==> config.mk <==
export PLATFORM = sky130hd
export DESIGN_NAME = sysex_frame_assembler_core
export DESIGN_NICKNAME = d
export VERILOG_FILES = /design/src/hdl/sfa_pkg.sv /design/src/hdl/sfa_store.sv /design/src/hdl/sfa_ctrl.sv /design/src/hdl/sysex_frame_assembler_core.sv
export SDC_FILE = /design/constraint.sdc
export NUM_CORES = 2
export LEC_CHECK = 0
export BUFFER_PORTS_ARGS = -buffer_cell sky130_fd_sc_hd__buf_2
export CAP_MARGIN = 20
export CORE_MARGIN = 1
export CORE_UTILIZATION = 47
export DETAILED_ROUTE_END_ITERATION = 6
export HOLD_SLACK_MARGIN = 0.05
export REMOVE_ABC_BUFFERS = 1
export SLEW_MARGIN = 10
export SYNTH_ARGS = -nofsm -noshare
export SYNTH_HDL_FRONTEND = slang
export SYNTH_HIERARCHICAL = 1
export SYNTH_SLANG_ARGS = --single-unit
==> constraint.sdc <==
create_clock -name clk -period 6.7 [get_ports clk]
set_input_delay 2.01 -clock clk [delete_from_list [all_inputs] [get_ports clk]]
set_output_delay 2.01 -clock clk [all_outputs]
set_load 0.01 [all_outputs]
==> src/hdl/sfa_pkg.sv <==
`timescale 1ns / 1ps
// ----------------------------------------------------------------------------
// SysEx frame assembler package
// Function codes, MIDI byte constants and the frame flag type.
// ----------------------------------------------------------------------------
package sfa_pkg;

    typedef enum logic [1:0] {
        FUNC_FEED    = 2'd0,
        FUNC_RELEASE = 2'd1,
        FUNC_READ    = 2'd2,
        FUNC_NONE    = 2'd3
    } sfa_func_t;

    localparam logic [7:0] BYTE_REALTIME = 8'hF8;
    localparam logic [7:0] BYTE_START    = 8'hF0;
    localparam logic [7:0] BYTE_END      = 8'hF7;

    localparam int BYTE_W  = 8;
    localparam int DATA_W  = 7;
    localparam int INDEX_W = 8;
    localparam int LEN_W   = 9;

    typedef struct packed {
        logic in_frame;
        logic overflowed;
        logic ready;
    } sfa_flags_t;

endpackage

==> src/hdl/sfa_store.sv <==
`timescale 1ns / 1ps
// ----------------------------------------------------------------------------
// SysEx frame store
// Single-port-write, registered-read buffer for the frame data bytes.
// ----------------------------------------------------------------------------
module sfa_store
    import sfa_pkg::*;
#(
    parameter int DEPTH = 256,
    parameter int AW    = 8
)
(
    input  logic              clk,
    input  logic              wr_en,
    input  logic [AW-1:0]     wr_addr,
    input  logic [DATA_W-1:0] wr_data,
    input  logic              rd_en,
    input  logic [AW-1:0]     rd_addr,
    output logic [DATA_W-1:0] rd_data
);

    logic [DATA_W-1:0] mem [DEPTH];
    logic [DATA_W-1:0] rd_data_reg;

    always_ff @(posedge clk)
    begin
        if (wr_en)
        begin
            mem[wr_addr] <= wr_data;
        end
    end

    always_ff @(posedge clk)
    begin
        if (rd_en)
        begin
            rd_data_reg <= mem[rd_addr];
        end
    end

    assign rd_data = rd_data_reg;

endmodule

==> src/hdl/sfa_ctrl.sv <==
`timescale 1ns / 1ps
// ----------------------------------------------------------------------------
// SysEx frame control
// Frame flags and byte count; decodes each word and issues the store write.
// ----------------------------------------------------------------------------
module sfa_ctrl
    import sfa_pkg::*;
#(
    parameter int MAX_FRAME = 256,
    parameter int AW        = 8,
    parameter int CW        = 9
)
(
    input  logic              clk,
    input  logic              rst_n,
    input  logic              step,
    input  sfa_func_t         func,
    input  logic [BYTE_W-1:0] byte_in,
    output sfa_flags_t        flags_next,
    output logic [CW-1:0]     count_now,
    output logic [CW-1:0]     count_next,
    output logic              wr_en,
    output logic [AW-1:0]     wr_addr,
    output logic [DATA_W-1:0] wr_data
);

    sfa_flags_t    flags_reg;
    sfa_flags_t    flags_upd;
    logic [CW-1:0] count_reg;
    logic [CW-1:0] count_upd;
    logic          store_hit;

    always_comb
    begin
        flags_upd = flags_reg;
        count_upd = count_reg;
        store_hit = 1'b0;
        case (func)
            FUNC_FEED:
            begin
                if (!flags_reg.ready && byte_in < BYTE_REALTIME)
                begin
                    if (byte_in == BYTE_START)
                    begin
                        flags_upd.in_frame   = 1'b1;
                        flags_upd.overflowed = 1'b0;
                        count_upd            = '0;
                    end
                    else if (byte_in == BYTE_END)
                    begin
                        if (flags_reg.in_frame && !flags_reg.overflowed)
                        begin
                            flags_upd.ready = 1'b1;
                        end
                        flags_upd.in_frame = 1'b0;
                    end
                    else if (byte_in[BYTE_W-1])
                    begin
                        flags_upd.in_frame = 1'b0;
                    end
                    else if (flags_reg.in_frame)
                    begin
                        if (count_reg < CW'(MAX_FRAME))
                        begin
                            store_hit = 1'b1;
                            count_upd = count_reg + CW'(1);
                        end
                        else
                        begin
                            flags_upd.overflowed = 1'b1;
                        end
                    end
                end
            end
            FUNC_RELEASE:
            begin
                flags_upd.ready = 1'b0;
            end
            default:
            begin
            end
        endcase
    end

    always_ff @(posedge clk or negedge rst_n)
    begin
        if (!rst_n)
        begin
            flags_reg <= '0;
            count_reg <= '0;
        end
        else if (step)
        begin
            flags_reg <= flags_upd;
            count_reg <= count_upd;
        end
    end

    assign flags_next = flags_upd;
    assign count_now  = count_reg;
    assign count_next = count_upd;
    assign wr_en      = step && store_hit;
    assign wr_addr    = count_reg[AW-1:0];
    assign wr_data    = byte_in[DATA_W-1:0];

endmodule

==> src/hdl/sysex_frame_assembler_core.sv <==
`timescale 1ns / 1ps
// ----------------------------------------------------------------------------
// SysEx frame assembler core
// Assembles one MIDI System Exclusive frame from a byte stream and serves
// release and read requests against the stored frame.
//
//   channel | signals                          | direction
//   --------+----------------------------------+----------
//   in      | in_valid, in_stall, func,        | into core
//           | byte_in, read_index              |
//   out     | out_valid, out_stall, frame_ready| out of core
//           | frame_length, read_byte          |
//
// One word per cycle while the result is not stalled; each word passes the
// input register, then the result register and the registered store read.
// Reset clears flags, count and valid bits; the store holds no reset.
// A stalled result holds; the input register keeps taking words while the
// result register is free or being taken this cycle.
// ----------------------------------------------------------------------------
module sysex_frame_assembler_core
    import sfa_pkg::*;
#(
    parameter int MAX_FRAME = 256
)
(
    input  logic               clk,
    input  logic               rst_n,
    input  logic               in_valid,
    output logic               in_stall,
    input  logic [1:0]         func,
    input  logic [BYTE_W-1:0]  byte_in,
    input  logic [INDEX_W-1:0] read_index,
    output logic               out_valid,
    input  logic               out_stall,
    output logic               frame_ready,
    output logic [LEN_W-1:0]   frame_length,
    output logic [DATA_W-1:0]  read_byte
);

    localparam int AW   = (MAX_FRAME > 1) ? $clog2(MAX_FRAME) : 1;
    localparam int CW   = $clog2(MAX_FRAME + 1);
    localparam int CMPW = (CW > INDEX_W) ? CW : INDEX_W;
    localparam int LXW  = (CW > LEN_W) ? CW : LEN_W;

    logic               s1_valid_reg;
    sfa_func_t          s1_func_reg;
    logic [BYTE_W-1:0]  s1_byte_reg;
    logic [INDEX_W-1:0] s1_index_reg;

    logic               out_valid_reg;
    logic               ready_reg;
    logic [LEN_W-1:0]   length_reg;
    logic               hit_reg;

    logic               accept;
    logic               advance;
    sfa_flags_t         flags_next;
    logic [CW-1:0]      count_now;
    logic [CW-1:0]      count_next;
    logic               wr_en;
    logic [AW-1:0]      wr_addr;
    logic [DATA_W-1:0]  wr_data;
    logic [DATA_W-1:0]  rd_data;
    logic [CMPW-1:0]    index_ext;
    logic [CMPW-1:0]    count_ext;
    logic [LXW-1:0]     length_ext;
    logic               hit_next;

    assign advance  = s1_valid_reg && (!out_valid_reg || !out_stall);
    assign in_stall = s1_valid_reg && !advance;
    assign accept   = in_valid && !in_stall;

    always_ff @(posedge clk or negedge rst_n)
    begin
        if (!rst_n)
        begin
            s1_valid_reg <= 1'b0;
        end
        else if (accept)
        begin
            s1_valid_reg <= 1'b1;
        end
        else if (advance)
        begin
            s1_valid_reg <= 1'b0;
        end
    end

    always_ff @(posedge clk)
    begin
        if (accept)
        begin
            s1_func_reg  <= sfa_func_t'(func);
            s1_byte_reg  <= byte_in;
            s1_index_reg <= read_index;
        end
    end

    sfa_ctrl #(
        .MAX_FRAME (MAX_FRAME),
        .AW        (AW),
        .CW        (CW)
    ) u_ctrl (
        .clk        (clk),
        .rst_n      (rst_n),
        .step       (advance),
        .func       (s1_func_reg),
        .byte_in    (s1_byte_reg),
        .flags_next (flags_next),
        .count_now  (count_now),
        .count_next (count_next),
        .wr_en      (wr_en),
        .wr_addr    (wr_addr),
        .wr_data    (wr_data)
    );

    assign index_ext  = CMPW'(s1_index_reg);
    assign count_ext  = CMPW'(count_now);
    assign hit_next   = (s1_func_reg == FUNC_READ) && (index_ext < count_ext);
    assign length_ext = LXW'(count_next);

    sfa_store #(
        .DEPTH (MAX_FRAME),
        .AW    (AW)
    ) u_store (
        .clk     (clk),
        .wr_en   (wr_en),
        .wr_addr (wr_addr),
        .wr_data (wr_data),
        .rd_en   (advance),
        .rd_addr (index_ext[AW-1:0]),
        .rd_data (rd_data)
    );

    always_ff @(posedge clk or negedge rst_n)
    begin
        if (!rst_n)
        begin
            out_valid_reg <= 1'b0;
        end
        else if (advance)
        begin
            out_valid_reg <= 1'b1;
        end
        else if (!out_stall)
        begin
            out_valid_reg <= 1'b0;
        end
    end

    always_ff @(posedge clk)
    begin
        if (advance)
        begin
            ready_reg  <= flags_next.ready;
            length_reg <= length_ext[LEN_W-1:0];
            hit_reg    <= hit_next;
        end
    end

    assign out_valid    = out_valid_reg;
    assign frame_ready  = ready_reg;
    assign frame_length = length_reg;
    assign read_byte    = hit_reg ? rd_data : '0;

endmodule
==> summary by stage <==
Power and ir drop
In this run the power spent charging and discharging nets is 5.14 mW. The internal power is 19.4 mW. The standby leakage power is 25.1 nW. The switching share of power is 21.0%. Dividing total power by cell area gives a power density of 303 mW/mm². Combinational logic burns under 10% of the power.

The portion of total power attributed to the clock network is a little over two fifths. Sequential cells account for 52.0% of the total power. The maximum VDD drop is 268 µV.

Place
The congestion estimate from routability-driven global placement came to between 0.8 and 0.9. The cell area reported after detailed placement is 0.0746 mm². In this run the tool buffered the top-level ports with 40 buffer cells. Detailed placement ended at an HPWL of around 110,000 µm.

Clock tree
The sink count of the clock tree is about 1,800. TritonCTS built the clock tree. The count of instances resized after the clock tree is built is 0.

The number of buffers inserted to repair setup after CTS is 0. The number of H-tree branching levels is 4. Clock latency on the worst-skew pair, taken at its later pin, is approximately 0.80 ns.

Clock-pin slew was measured on the worst setup and hold paths at 0.06 ns. The deepest clock path buffer count is 3. The number of buffers inserted by hold repair at cts is 0.

The clock root buffer is sky130_fd_sc_hd__clkbuf_16. In this run, CTS created clock tree buffers numbering about 190.

Setup path
The critical path's slowest cell is sky130_fd_sc_hd__nand4_1. For the worst setup path, the data required time is 7.14 ns. The worst endpoint data arrival time is 5.11 ns.

For flop-to-flop paths, the worst setup slack is ~2.2 ns. The critical path in this run is classified as input pin to register. The kind of start point of the critical path is an input pin. Along the worst path, the maximum fanout reaches 20. The signal on the critical path passes through buf_2 -> a21boi_4 -> and2_1 -> nand4_1 -> buf_4 -> nor2_1. The endpoint class of the critical path is a register.

The largest single stage delay on the critical path is 1.04 ns.

Timing
The number of endpoints with negative hold slack in the final report is 0. Across the routed clock network, the largest skew measured is 0.0314 ns. Measured against its own limit, the worst slew margin works out to 18.8%. Setup repair after global routing left no endpoint under its margin. For the final routed database, the setup TNS stands at 0 ns. The clock period minus worst slack is 4.67 ns.

Derived from the worst setup path, the maximum achievable clock frequency is 214 MHz. The count of pins over their slew limit is 0. At the pin with the least slew margin, the transition time is 1.21 ns. Setup violations remaining at the end of the flow were counted as 0. After layout, the worst path uses 69.7% of the clock period.

Routing
The first detailed-routing pass took 7 iterations. The via count normalized by instance count is approximately 6.1. The first routing iteration left 4,162 violations. The antenna violation net count after detailed routing is 0.

Summed over all layers, the routed wires come to 180,000 µm. The routed length per instance is 30.7 µm. The vias after detailed routing is 35,700. In the routed design, unresolved DRC markers number 0.

GRT
The initial antenna violation count is 6. Global routing used 36.1% of the available met2 tracks. The first global-routing pass estimated ~260,000 µm of wire.

Entering global routing, the biggest net connects between 150 and 200 pins. The final global-route overflow total is 0. For met3 alone, demand over resource in global routing was under 10%. The number of global-route vias before repair is 35,500. The global-route met1 utilization is 33.3%. The layer carrying the most global-route usage is met2. Across every metal layer, demand over resource in global routing totals 23.1%.

Yosys
The yosys synthesis warning count is 6. The synthesized area per cell is just over 20 µm². The post-synthesis cell count is around 3,600.

The mapped netlist covers 0.0725 mm².

Final layout
The finished layout cell area is 0.0808 mm². The final-stage net count is roughly 3,700. The register with the most flip-flops in the layout has 1,792 of them. The area growth from synthesis to layout is 11.5%. The register with the most flip-flops is u_store/mem.

The share of layout cells above drive strength 1 is about a fifth.

Outcome
The run finished with clean final reports.

Job
Max-cap violations in this run came to 0.

Worst hold path
The class of the most critical hold timing path is register to register.

Floorplan
The initialized floorplan defines 143 standard-cell rows. Once the floorplan was initialized, standard cells occupied a little under half of the core. The overall die width is just under 400 µm. In this run the standard cell core region covers 0.153 mm². The floorplan die area is 0.156 mm². The number of I/O pins is 41. The height of the die is 395 µm.
## power by group through the flow
stage	registers, mW	clock network [mW]	logic [mW]
global placement	13.0	0	1.18
finish	12.7	10.6	1.18
global route	12.7	11.2	1.25
CTS	12.7	10.8	1.19
detailed placement	13.0	0	1.19
floorplan	13.2	0	0.915
## routing by layer
layer	up-vias	wire length, µm
li1	15000	-
met1	18900	75500
met2	1527	86000
met3	267	13400
met4	2	4910
met5	-	14
## worst max-delay path, delay by kind of cell
family                 cells  cell delay [ns]
AO/OA/AOI/OAI              1             0.18
buffers and inverters      2             0.69
AND/OR/NAND/NOR            3             2.21
## cells in the final DEF, fill, tap and decap left out, drive strengths merged, types with 14 or more instances in the layout
master,count
bufinv,26
dfrtp,14
nor2b,19
mux2i,156
o21ai,28
a221oi,20
nand2b,17
a21oi,57
a22oi,61
buf,114
inv,20
a22o,15
mux4,390
nand3,43
nor2,310
clkinv,67
o22ai,71
edfxtp,1828
o2111ai,14
and2,14
a2111oi,16
nor3,40
clkbuf,235
nor4,38
nand2,90
## final timing paths
path                                                   endpoint                      from  cells after the start
worst max-delay path              u_store/mem[119][0]$_DFFE_PP_                 out_stall                      6
worst min-delay path                      out_valid$_DFFE_PN0P_  s1_valid_reg$_DFFE_PN0P_                      1
worst max register to register    u_store/mem[119][0]$_DFFE_PP_  s1_func_reg[1]$_DFFE_PP_                      6
worst min register to register            out_valid$_DFFE_PN0P_  s1_valid_reg$_DFFE_PN0P_                      1
max in group asynchronous       u_ctrl/flags_reg[1]$_DFFE_PN0P_                     rst_n                      1
min in group asynchronous                 out_valid$_DFFE_PN0P_                     rst_n                      1
## metrics by stage
stage	hold slack (ns)	setup WS [ns]	power, mW	std cells	utilization (%)
after global routing	0.520	2.02	25.2	5844	53.0
after floorplan	0.442	-15.18	14.1	3355	-
after detailed placement	0.481	1.26	14.2	5499	48.8
final	0.488	2.03	24.5	5849	53.0
after global placement	0.463	1.29	14.2	5497	48.8
after CTS	0.488	2.12	24.7	5843	53.0
## area by class of cell
cell class | instances | area (µm²)
multi-input combinational | 1497 | 15800
sequential | 1842 | 55200
fill | 11700 | 71800
tap | 2030 | 2540
clock inverter | 110 | 1300
timing repair buffer | 115 | 958
antenna | 5 | 12.5
inverter | 16 | 60.1
clock buffer | 234 | 4960
Power figures use the tool's default switching activity.
